$ cat config.mk
export PLATFORM = sky130hd
export DESIGN_NAME = json_string_escaper_utf8_check
export DESIGN_NICKNAME = d
export VERILOG_FILES = /design/src/rtl/jsesc_pkg.sv /design/src/rtl/jsesc_front.sv /design/src/rtl/jsesc_fifo.sv /design/src/rtl/jsesc_back.sv /design/src/rtl/json_string_escaper_utf8_check.sv
export SDC_FILE = /design/constraint.sdc
export NUM_CORES = 1
export LEC_CHECK = 0
export CORE_UTILIZATION = 55
export DETAILED_ROUTE_END_ITERATION = 16
export DONT_BUFFER_PORTS = 1
export PLACE_DENSITY = 0.82
export SYNTH_ARGS = -nofsm -noshare
export SYNTH_HDL_FRONTEND = slang
export SYNTH_SLANG_ARGS = --single-unit
$ cat constraint.sdc
create_clock -name clk -period 4.9 [get_ports clk]
set_input_delay 0.49 -clock clk [delete_from_list [all_inputs] [get_ports clk]]
set_output_delay 0.49 -clock clk [all_outputs]
set_load 0.05 [all_outputs]
$ cat src/rtl/jsesc_pkg.sv
// Shared types, constants and helper functions for the JSON string escaper.
// No dependencies; imported by every module of the block.

package jsesc_pkg;

	// One raw string byte as it enters the block.
	typedef struct packed {
		logic [7:0] in_byte;
		logic       in_last;
	} in_item_t;

	// One escaped output byte or error report.
	typedef struct packed {
		logic [7:0] out_byte;
		logic       run_end;
		logic       string_end;
		logic       bad_utf8;
	} out_item_t;

	// Work handed from the front to the back.
	typedef enum logic [1:0] {
		CMD_ASCII = 2'd0,
		CMD_SEQ   = 2'd1,
		CMD_ERR   = 2'd2
	} cmd_kind_t;

	typedef struct packed {
		cmd_kind_t       kind;
		logic [3:0][7:0] bytes;  // ASCII uses entry 0; a sequence uses 0..cnt
		logic [1:0]      cnt;    // held bytes of a sequence, 1..3
		logic            last;
	} cmd_t;

	localparam logic [7:0] CHR_QUOTE     = 8'h22;
	localparam logic [7:0] CHR_BACKSLASH = 8'h5C;
	localparam logic [7:0] CHR_BS        = 8'h08;
	localparam logic [7:0] CHR_FF        = 8'h0C;
	localparam logic [7:0] CHR_LF        = 8'h0A;
	localparam logic [7:0] CHR_CR        = 8'h0D;
	localparam logic [7:0] CHR_TAB       = 8'h09;
	localparam logic [7:0] CHR_DEL       = 8'h7F;
	localparam logic [7:0] CHR_SPACE     = 8'h20;
	localparam logic [7:0] CHR_LOW_B     = 8'h62;
	localparam logic [7:0] CHR_LOW_F     = 8'h66;
	localparam logic [7:0] CHR_LOW_N     = 8'h6E;
	localparam logic [7:0] CHR_LOW_R     = 8'h72;
	localparam logic [7:0] CHR_LOW_T     = 8'h74;
	localparam logic [7:0] CHR_LOW_U     = 8'h75;
	localparam logic [7:0] CHR_ZERO      = 8'h30;
	localparam logic [7:0] CHR_LOW_A     = 8'h61;

	// Index of the final result of each kind of ASCII run.
	localparam logic [2:0] LAST_PLAIN = 3'd0;
	localparam logic [2:0] LAST_SHORT = 3'd1;
	localparam logic [2:0] LAST_UHEX  = 3'd5;

	// Second byte of a two-byte escape, zero when the byte has none.
	function automatic logic [7:0] short_escape(input logic [7:0] b);
		logic [7:0] e;
		unique case (b)
			CHR_QUOTE:     e = CHR_QUOTE;
			CHR_BACKSLASH: e = CHR_BACKSLASH;
			CHR_BS:        e = CHR_LOW_B;
			CHR_FF:        e = CHR_LOW_F;
			CHR_LF:        e = CHR_LOW_N;
			CHR_CR:        e = CHR_LOW_R;
			CHR_TAB:       e = CHR_LOW_T;
			default:       e = 8'h00;
		endcase
		return e;
	endfunction

	// Lower-case hex character of one nibble.
	function automatic logic [7:0] hex_digit(input logic [3:0] v);
		logic [7:0] c;
		if (v < 4'd10) begin
			c = CHR_ZERO + {4'h0, v};
		end else begin
			c = CHR_LOW_A + {4'h0, v} - 8'd10;
		end
		return c;
	endfunction

endpackage

$ cat src/rtl/jsesc_front.sv
// Front end: accepts raw bytes, tracks UTF-8 sequences and the drop state,
// and issues one command per byte that causes output. Uses jsesc_pkg.

module jsesc_front
	import jsesc_pkg::*;
(
	input  logic     clk,
	input  logic     arst_n,
	input  logic     in_valid,
	output logic     in_ready,
	input  in_item_t in_item,
	input  logic     cmd_full,
	output logic     cmd_push,
	output cmd_t     cmd_data
);

	logic [1:0]      pend_q;
	logic [1:0]      total_q;
	logic            discard_q;
	logic [2:0][7:0] held_q;

	logic [1:0] pend_d;
	logic [1:0] total_d;
	logic       discard_d;
	logic       hold_en;
	logic       accept;
	logic [7:0] b;
	logic       last;
	logic       is_cont;

	assign in_ready = !cmd_full;
	assign accept   = in_valid && in_ready;
	assign b        = in_item.in_byte;
	assign last     = in_item.in_last;
	assign is_cont  = (b[7:6] == 2'b10);

	always_comb begin
		pend_d        = pend_q;
		total_d       = total_q;
		discard_d     = discard_q;
		hold_en       = 1'b0;
		cmd_push      = 1'b0;
		cmd_data.kind = CMD_ERR;
		cmd_data.cnt  = pend_q;
		cmd_data.last = last;
		for (int k = 0; k < 3; k++) begin
			if (2'(k) == pend_q) begin
				cmd_data.bytes[k] = b;
			end else begin
				cmd_data.bytes[k] = held_q[k];
			end
		end
		cmd_data.bytes[3] = b;
		if (accept) begin
			priority if (discard_q) begin
				// drop until the string closes
				if (last) begin
					discard_d = 1'b0;
				end
			end else if (pend_q != 2'd0) begin
				if (!is_cont || (pend_q < total_q && last)) begin
					cmd_push      = 1'b1;
					cmd_data.kind = CMD_ERR;
				end else if (pend_q >= total_q) begin
					cmd_push      = 1'b1;
					cmd_data.kind = CMD_SEQ;
					pend_d        = 2'd0;
					total_d       = 2'd0;
				end else begin
					hold_en = 1'b1;
					pend_d  = pend_q + 2'd1;
				end
			end else if (!b[7]) begin
				cmd_push      = 1'b1;
				cmd_data.kind = CMD_ASCII;
			end else if (!last && (b[7:5] == 3'b110 || b[7:4] == 4'b1110
					|| b[7:3] == 5'b11110)) begin
				hold_en = 1'b1;
				pend_d  = 2'd1;
				priority if (b[7:5] == 3'b110) begin
					total_d = 2'd1;
				end else if (b[7:4] == 4'b1110) begin
					total_d = 2'd2;
				end else begin
					total_d = 2'd3;
				end
			end else begin
				// bad lead byte, or a lead byte that ends the string
				cmd_push      = 1'b1;
				cmd_data.kind = CMD_ERR;
			end
			if (cmd_push && cmd_data.kind == CMD_ERR) begin
				pend_d    = 2'd0;
				total_d   = 2'd0;
				discard_d = !last;
			end
		end
	end

	always_ff @(posedge clk or negedge arst_n) begin
		if (!arst_n) begin
			pend_q    <= 2'd0;
			total_q   <= 2'd0;
			discard_q <= 1'b0;
		end else begin
			pend_q    <= pend_d;
			total_q   <= total_d;
			discard_q <= discard_d;
		end
	end

	// pend_q is 0..2 whenever a byte is held
	always_ff @(posedge clk) begin
		if (hold_en) begin
			held_q[pend_q] <= b;
		end
	end

endmodule

$ cat src/rtl/jsesc_fifo.sv
// Short command queue between the front and the back.
// Uses jsesc_pkg for the command type.

module jsesc_fifo
	import jsesc_pkg::*;
#(
	parameter int DEPTH = 2
) (
	input  logic clk,
	input  logic arst_n,
	input  logic push,
	input  cmd_t push_data,
	output logic full,
	input  logic pop,
	output logic head_valid,
	output cmd_t head
);

	localparam int PW = (DEPTH > 1) ? $clog2(DEPTH) : 1;
	localparam int CW = $clog2(DEPTH + 1);
	localparam logic [PW-1:0] LAST_SLOT = PW'(DEPTH - 1);

	cmd_t          mem_q [DEPTH];
	logic [PW-1:0] wr_ptr_q;
	logic [PW-1:0] rd_ptr_q;
	logic [CW-1:0] count_q;

	assign full       = (count_q == CW'(DEPTH));
	assign head_valid = (count_q != '0);
	assign head       = mem_q[rd_ptr_q];

	always_ff @(posedge clk or negedge arst_n) begin
		if (!arst_n) begin
			wr_ptr_q <= '0;
			rd_ptr_q <= '0;
			count_q  <= '0;
		end else begin
			if (push) begin
				wr_ptr_q <= (wr_ptr_q == LAST_SLOT) ? '0 : wr_ptr_q + 1'b1;
			end
			if (pop) begin
				rd_ptr_q <= (rd_ptr_q == LAST_SLOT) ? '0 : rd_ptr_q + 1'b1;
			end
			if (push && !pop) begin
				count_q <= count_q + 1'b1;
			end else if (pop && !push) begin
				count_q <= count_q - 1'b1;
			end
		end
	end

	always_ff @(posedge clk) begin
		if (push) begin
			mem_q[wr_ptr_q] <= push_data;
		end
	end

endmodule

$ cat src/rtl/jsesc_back.sv
// Back end: expands the command at the queue head into output bytes, one
// per cycle while out_ready allows, into a registered output stage. Uses jsesc_pkg.

module jsesc_back
	import jsesc_pkg::*;
(
	input  logic      clk,
	input  logic      arst_n,
	input  logic      head_valid,
	input  cmd_t      head,
	output logic      pop,
	output logic      out_valid,
	input  logic      out_ready,
	output out_item_t out_item
);

	logic [2:0] idx_q;
	logic       out_valid_q;
	out_item_t  out_q;

	logic       advance;
	logic [2:0] last_idx;
	logic [7:0] ch;
	logic [7:0] esc;
	logic       is_ctrl;
	logic [7:0] b0;

	assign b0      = head.bytes[0];
	assign esc     = short_escape(b0);
	assign is_ctrl = (b0 < CHR_SPACE) || (b0 == CHR_DEL);
	assign advance = head_valid && (!out_valid_q || out_ready);
	assign pop     = advance && (idx_q == last_idx);

	always_comb begin
		last_idx = LAST_PLAIN;
		ch       = 8'h00;
		unique case (head.kind)
			CMD_ASCII: begin
				if (esc != 8'h00) begin
					last_idx = LAST_SHORT;
					ch       = (idx_q == 3'd0) ? CHR_BACKSLASH : esc;
				end else if (is_ctrl) begin
					last_idx = LAST_UHEX;
					unique case (idx_q)
						3'd0:    ch = CHR_BACKSLASH;
						3'd1:    ch = CHR_LOW_U;
						3'd2:    ch = CHR_ZERO;
						3'd3:    ch = CHR_ZERO;
						3'd4:    ch = hex_digit(b0[7:4]);
						default: ch = hex_digit(b0[3:0]);
					endcase
				end else begin
					ch = b0;
				end
			end
			CMD_SEQ: begin
				last_idx = {1'b0, head.cnt};
				ch       = head.bytes[idx_q[1:0]];
			end
			default: begin
				last_idx = LAST_PLAIN;
				ch       = 8'h00;
			end
		endcase
	end

	always_ff @(posedge clk or negedge arst_n) begin
		if (!arst_n) begin
			idx_q       <= 3'd0;
			out_valid_q <= 1'b0;
		end else begin
			if (advance) begin
				out_valid_q <= 1'b1;
				idx_q       <= pop ? 3'd0 : idx_q + 3'd1;
			end else if (out_ready) begin
				out_valid_q <= 1'b0;
			end
		end
	end

	always_ff @(posedge clk) begin
		if (advance) begin
			out_q.out_byte   <= ch;
			out_q.run_end    <= (idx_q == last_idx);
			out_q.string_end <= head.last;
			out_q.bad_utf8   <= (head.kind == CMD_ERR);
		end
	end

	assign out_valid = out_valid_q;
	assign out_item  = out_q;

endmodule

$ cat src/rtl/json_string_escaper_utf8_check.sv
// Top level of the JSON string escaper with UTF-8 structure check.
// Depends on jsesc_pkg, jsesc_front, jsesc_fifo and jsesc_back.
//
// Usage:
//   Input channel (in_valid/in_ready/in_item) takes one raw string byte per
//   request; in_item.in_last marks the final byte of a string.
//   Output channel (out_valid/out_ready/out_item) delivers escaped bytes.
//   run_end flags the final byte caused by one input byte, string_end
//   repeats that byte's in_last, and bad_utf8 flags the single zero-byte
//   error report of a malformed string, whose remaining bytes are dropped.
// Path: an input request is written into the command queue, then expanded into the registered output stage.
// Throughput: one input byte per cycle for plain ASCII and UTF-8 data while
//   out_ready stays high; the output register emits one byte per cycle, so a
//   two-byte escape, a \u00XX escape and a completed multibyte sequence each
//   emit their bytes one by one. Those runs fill the command queue, and
//   in_ready drops while it is full.
// Reset: arst_n clears the sequence tracker, drop state, queue and output
//   valid; held bytes need no reset.
// Stall: a low out_ready holds the output register; the queue then fills
//   and backpressure reaches the input side after QUEUE_DEPTH commands.

module json_string_escaper_utf8_check
	import jsesc_pkg::*;
#(
	parameter int QUEUE_DEPTH = 2
) (
	input  logic      clk,
	input  logic      arst_n,
	input  logic      in_valid,
	output logic      in_ready,
	input  in_item_t  in_item,
	output logic      out_valid,
	input  logic      out_ready,
	output out_item_t out_item
);

	cmd_t cmd_push_data;
	cmd_t cmd_head;
	logic cmd_push;
	logic cmd_full;
	logic cmd_pop;
	logic cmd_head_valid;

	// classify bytes and track open sequences
	jsesc_front u_front (
		.clk      (clk),
		.arst_n   (arst_n),
		.in_valid (in_valid),
		.in_ready (in_ready),
		.in_item  (in_item),
		.cmd_full (cmd_full),
		.cmd_push (cmd_push),
		.cmd_data (cmd_push_data)
	);

	// decouple the front from output stalls
	jsesc_fifo #(
		.DEPTH (QUEUE_DEPTH)
	) u_fifo (
		.clk        (clk),
		.arst_n     (arst_n),
		.push       (cmd_push),
		.push_data  (cmd_push_data),
		.full       (cmd_full),
		.pop        (cmd_pop),
		.head_valid (cmd_head_valid),
		.head       (cmd_head)
	);

	// expand each command into output bytes
	jsesc_back u_back (
		.clk        (clk),
		.arst_n     (arst_n),
		.head_valid (cmd_head_valid),
		.head       (cmd_head),
		.pop        (cmd_pop),
		.out_valid  (out_valid),
		.out_ready  (out_ready),
		.out_item   (out_item)
	);

endmodule

== Word level (Yosys, flattened, before mapping) ==
Memory sizes are Yosys's and may differ from the RTL's.
Index checks and enable logic that the tools add are counted.
Operators by class
  $add $sub $neg: 12
  order comparisons: 8
  equal/unequal tests: 26
  multiplexer cells: 69
  reduce and logical (&&, ||, !) cells: 33
Operator list (count)
  2-to-1 mux 8 bit: 9
  one-hot mux 7 bit (7 select lines): 1
  2-to-1 mux 2 bit: 24
  equality test 8 x 4 -> 1 bit, second input constant: 5
  one-hot mux 8 bit (4 select lines): 1
  2-to-1 mux 1 bit: 25
  bitwise mux 24 bit: 1
  adder 7 x 4 -> 8 bit, first input constant: 2
  binary-select mux 8 bit (select 2 bit): 1
  demux 8 bit (select 2 bit): 1
  equality test 8 x 7 -> 1 bit, second input constant: 2
  one-hot mux 8 bit (2 select lines): 1
  subtractor 8 x 4 -> 8 bit, second input constant: 2
  adder 6 x 4 -> 7 bit, first input constant: 2
  logical AND 1 bit: 9
  2-to-1 mux 3 bit: 3
  equality test 2 bit, second input constant: 4
  equality test 8 x 6 -> 1 bit, second input constant: 1
  < comparator 4 bit, second input constant: 2
  < comparator 8 x 6 -> 1 bit, second input constant: 1
  nonzero test 2 bit: 4
  nonzero test 8 bit: 1
  2-to-1 mux 7 bit: 1
  equality test 3 x 2 -> 1 bit, second input constant: 2
  27 further kinds: 43
Storage, ports and cells
  flip-flop bits (word level): 48
  memory bits (writable): 74
  bits of input ports: 13
  output and inout bits: 13
  word-level logic and storage cells: 164
  memories kept: 1
Memories
  u_fifo.mem_q: words 2, width 37, read ports 1, clocked after memory_dff 0, wr ports 1, line jsesc_fifo.sv:23  | cmd_t mem_q [DEPTH];

== Depth between registers and ports, before layout ==
  depth in word-level cells: 14
  mapped depth: 17
  depth with buffers taken out: 13

== By module ==
A second synthesis with hierarchy kept.
Second synthesis, totals
  cells, all modules: 428
  area total of the unflattened synthesis: 6149.6 µm²
By module, submodules not included
  jsesc_fifo: instances 1, cells an instance 131, area an instance 2941.6 µm², seq. area each 2322.2 µm²
  jsesc_back: instances 1, cells an instance 181, area an instance 1652.8 µm², seq. area each 430.4 µm²
  jsesc_front: instances 1, cells an instance 116, area an instance 1555.2 µm², seq. area each 845.8 µm²

== Least setup slack after synthesis ==
Ideal clock, no wire load.
  path kind: register -> register
  start point: reg u_fifo.rd_ptr_q
  end point: reg u_fifo.count_q[1]
  arrival time: 3.790 ns
  slack: 1.031 ns
  stages on the path, launching flop included: 17
  buffers on the path: 3
  clock period less this slack: 3.869 ns
  cells stage by stage: dfrtp_1 > buf_6 > buf_4 > buf_2 > mux2i_1 > inv_1 > ha_1 > nor4bb_1 > a22o_1 > a211o_1 > nor3_1 > xor2_1 > or4_4 > ha_1 > xor2_1 > nor2_1 > xor2_1
On the way
  word-level cells in the longest chain between the ends: 11
Ends and longest elaborated chain
  start, declared: line jsesc_fifo.sv:25  | logic [PW-1:0] rd_ptr_q;
  start signal, assigned: line jsesc_fifo.sv:42  | rd_ptr_q <= (rd_ptr_q == LAST_SLOT) ? '0 : rd_ptr_q + 1'b1;
  memory read (2 x 37 bit) *
  < comparator 8 x 6 -> 1 bit (tied with other cells): line jsesc_back.sv:30  | assign is_ctrl = (b0 < CHR_SPACE) || (b0 == CHR_DEL);
  logical OR 1 bit or one-hot mux 7 bit (7 select lines) (tied branches): line jsesc_back.sv:30, jsesc_pkg.sv:60
  2-to-1 mux 3 bit or nonzero test 8 bit (tied branches): line jsesc_back.sv:42, jsesc_back.sv:39
  2-to-1 mux 3 bit: line jsesc_back.sv:39  | if (esc != 8'h00) begin
  one-hot mux 3 bit (2 select lines) *: line jsesc_back.sv:37  | unique case (head.kind)
  equality test 3 bit *: line jsesc_back.sv:32  | assign pop = advance && (idx_q == last_idx);
  logical AND 1 bit *: line jsesc_back.sv:32
  zero test 1 bit: line jsesc_fifo.sv:44  | if (push && !pop) begin
  logical AND 1 bit: line jsesc_fifo.sv:44
  2-to-1 mux 2 bit or nonzero test 2 bit (tied branches)
  end signal, assigned: line jsesc_fifo.sv:45  | count_q <= count_q + 1'b1;
  end signal, assigned: line jsesc_fifo.sv:47  | count_q <= count_q - 1'b1;
  end, declared: line jsesc_fifo.sv:26  | logic [CW-1:0] count_q;
Mark *: on every way between the ends. The rest lies on a longest branch, timed or not.
A chain may end at the register's enable or synchronous reset.

== Final worst setup path ==
Same ends and word-level chain as after synthesis.

==> results.md <==
* Clk pwr share at 0.272
* Top-count cell post-synth: edfxtp_1
* CTS max path bufs at 2
* Sw Pwr at between 1.5 and 2 mW
* Sw Ratio at 0.374
* Worst skew pair latency at between 0.5 and 0.6 ns
* Logic pwr share at 0.307
* RSZ-0062 raised after global routing: false
* Post-synthesis cell count at approximately 430
* Max-slew violations at 0
* GRT Overall Usage at 0.236
* Largest net degree at the start of global routing at 38
* Status: finished, final reports clean
* Ys flop type: edfxtp_1
* Crit path capture type: flip-flop
* Port bufs at 0
* P_leak at 2.33 nW
* Remaining routing DRC violations at 0
* Vias per cell at about 6.3
* Final setup vio count at 0
* Fmax at between 200 and 250 MHz
* Fill count at 733
* Row count at 37
* Grt total ovfl at 0
* Initial antenna violation count at 0
* Synth cell types at 56
* Crit path cell chain: mux2i_1 -> inv_1 -> ha_1 -> nor4bb_1 -> a22o_1 -> a211o_1 -> nor3_1 -> xor2_1 -> or4_4 -> ha_1 -> xor2_1 -> nor2_1 -> xor2_1
* Seq. cell area at 0.00360 mm^2
* Worst path top cell family by delay: simple AND/OR/NAND/NOR gates
* Synth Area per Inst at roughly 14 um^2
* Drt pass-1 iters at 5
* Type of the worst setup path: reg -> reg
* # nets final at ~470
* Peak fanout along the critical path at 12
* Setup slack after layout at 0.799 ns
* Final wirelength at between 10,000 and 15,000 um
* Slowest CP cell: mux2i_1
* Syn_nets at around 460
* Sequential share of power at 0.421
* Antenna fix cells at 0
* HPWL after detailed placement at around 8400 um
* #FFs+latches synth at between 100 and 150
* Area delta synth->final at 11.8%
* Pwr dens at ~640 mW/mm^2
* Setup_tns at 0 ns
* Worst Clk Skew at around 0.010 ns
* Internal power at about 2.6 mW
* CTS buffer count at 17
* DRC marker count from the first detailed-route iteration at 244
* Fraction of layout cells with a size suffix above 1 at 0.172
* Post-DRT Antenna Nets at 0
* Synth top area share at 0.558
* First-pass GRT wire length at about 19,000 um
* Worst slew pin tran at approximately 1.1 ns
* Dpl ws at about 0.84 ns
* Warnings from Yosys at 0
* Height of the die at 105 um
* Yosys top cell by area: edfxtp_1
* Most used cell, CP: xor2_1
* Worst-path clk slew at 0.06 ns
* Initial Utilization at 0.568
* CTS H-tree lvls at 4
* Data required time of the worst path at 5.36 ns
* Number of enable flip-flop cells after synthesis at ~110
* Commonest cells post-synth: 109 x edfxtp_1, 32 x nor2_1, 28 x mux2_2, 20 x nand2_1
* Worst Path Arrival at about 4.6 ns
* Worst hold margin at between 0.04 and 0.05 ns
* Synth top area cells: edfxtp_1 56%, dfrtp_1 5.5%, mux2_2 5.4%, ha_1 4.1%, mux4_2 3.1%
* Max rail drop VDD at about 0.41 mV
* GPL Wtd Cong at around 0.84
* Tot Pwr at between 4 and 5 mW
* Reg2Reg Setup Slack at about 0.80 ns
* Crit-path max cell delay at roughly 0.64 ns
* Area of the mapped netlist at approximately 0.006 mm^2
* Multi-input gate area at between 0.002 and 0.0025 mm^2
* Vias in the first global route at roughly 3,500
* Startpoint Class: flip-flop
* Total number of vias at approximately 3,700
* Tmin final at between 4 and 5 ns
* Fin crit share at 0.837
* Slew headroom at 0.271
* Maxcap violations at 0
* Min-Delay Path Class: in -> reg
* Buf/Inv on CP at 1
* CTS root buf: clkbuf_8
* I/O pin cnt at 26
* DIE AREA at 0.0111 mm^2
* CTS tree: done
* Asr flop ratio synth at 0.107
* Core Area at ~0.010 mm^2
* Die Width at ~110 um
* Clock sinks at 122
* Quantity of gates resized following cts at 0
* Register area share after synthesis at 0.614
* Final hold vios at 0
* Routed WL per cell at between 20 and 25 um
stage by stage:
step / area, um^2 / cells / util
6_report: 6550 / 583 / 0.635
5_1_grt: 6550 / 583 / 0.635
4_1_cts: 6550 / 583 / 0.635
3_5_place_dp: 5990 / 550 / 0.580
3_3_place_gp: 5990 / 550 / 0.580
2_1_floorplan: 5860 / 427 / -
cell type report:
type,count,share of cell area
clock buffers,17,0.0632
clock inverters,15,0.0216
inverters,19,0.0109
multi-input cells,270,0.324
flip-flops and latches,122,0.549
well taps,136,0.0260
repair buffers,4,0.00496
logic make-up after synthesis:
group                    share of synthesized area
AND/OR/NAND/NOR                             0.0896
multiplexers                                 0.112
adder cells (fa/ha/maj)                     0.0406
buffers and inverters                       0.0250
XOR/XNOR                                    0.0120
AO/OA/AOI/OAI                                0.107
flip-flops                                   0.614
sequential cells by signal, indices dropped and copies added, names as in the netlist:
signal	cells
u_back.idx_q	3
u_back.out_item	11
u_back.out_valid	1
u_fifo.count_q	2
u_fifo.mem_q	74
u_fifo.rd_ptr_q	1
u_fifo.wr_ptr_q	1
u_front.discard_q	1
u_front.held_q	24
u_front.pend_q	2
u_front.total_q	2
metal layers:
metal  up-vias  part of all wire  global-route usage
li1       1686                 -                   -
met1      1832              0.43               0.309
met2       148              0.49               0.373
met3        24             0.054              0.0686
met4         0             0.020              0.0946
met5         -                 0                   0
repair_timing:
action,CTS,global route
setup buffers,0,0
endpoints found under the hold margin,13,0
hold buffers,1,0
endpoints found under the setup margin,0,0
power by group through the flow:
stage | Clock (mW) | Combinational [mW] | Sequential, mW
2_1_floorplan | 0 | 1.05 | 1.69
3_5_place_dp | 0 | 1.26 | 1.79
6_report | 1.14 | 1.29 | 1.77
5_1_grt | 1.20 | 1.41 | 1.80
4_1_cts | 1.15 | 1.28 | 1.77
3_3_place_gp | 0 | 1.25 | 1.77
worst reg2reg max path: stages, from the launching register on:
cell	delay [ns]
dfrtp_2	0.57
mux2i_1	0.65
inv_1	0.21
ha_1	0.30
nor4bb_1	0.17
a22o_1	0.29
a211o_1	0.36
nor3_1	0.29
xor2_1	0.13
or4_4	0.46
ha_1	0.21
xor2_1	0.14
nor2_1	0.11
xor2_1	0.14
worst paths after layout:
kind,start,endpoint,cells past startpoint
setup / recovery,u_fifo.rd_ptr_q,u_fifo.count_q[1],13
hold / removal,in_item[0],u_front.discard_q,1
setup reg to reg,u_fifo.rd_ptr_q,u_fifo.count_q[1],13
hold reg to reg,u_front.total_q[1],u_front.total_q[1],2
max in group asynchronous,arst_n,u_fifo.rd_ptr_q,1
min in group asynchronous,arst_n,u_front.pend_q[1],1
layout by cell type, fill, tap and decap left out, drive strengths merged, types with 5 or more instances in the layout:
cell / n
nand3: 8
o22ai: 7
clkinv: 7
a31oi: 6
dfrtp: 13
mux4: 8
mux2: 28
a21oi: 19
xnor2: 5
clkbuf: 17
nand2: 20
o21ai: 14
edfxtp: 109
nor2: 32
nand2b: 7
nor3b: 6
ha: 19
mux2i: 16
inv: 23
a211oi: 16
nor3: 11
Power figures use the tool's default switching activity.
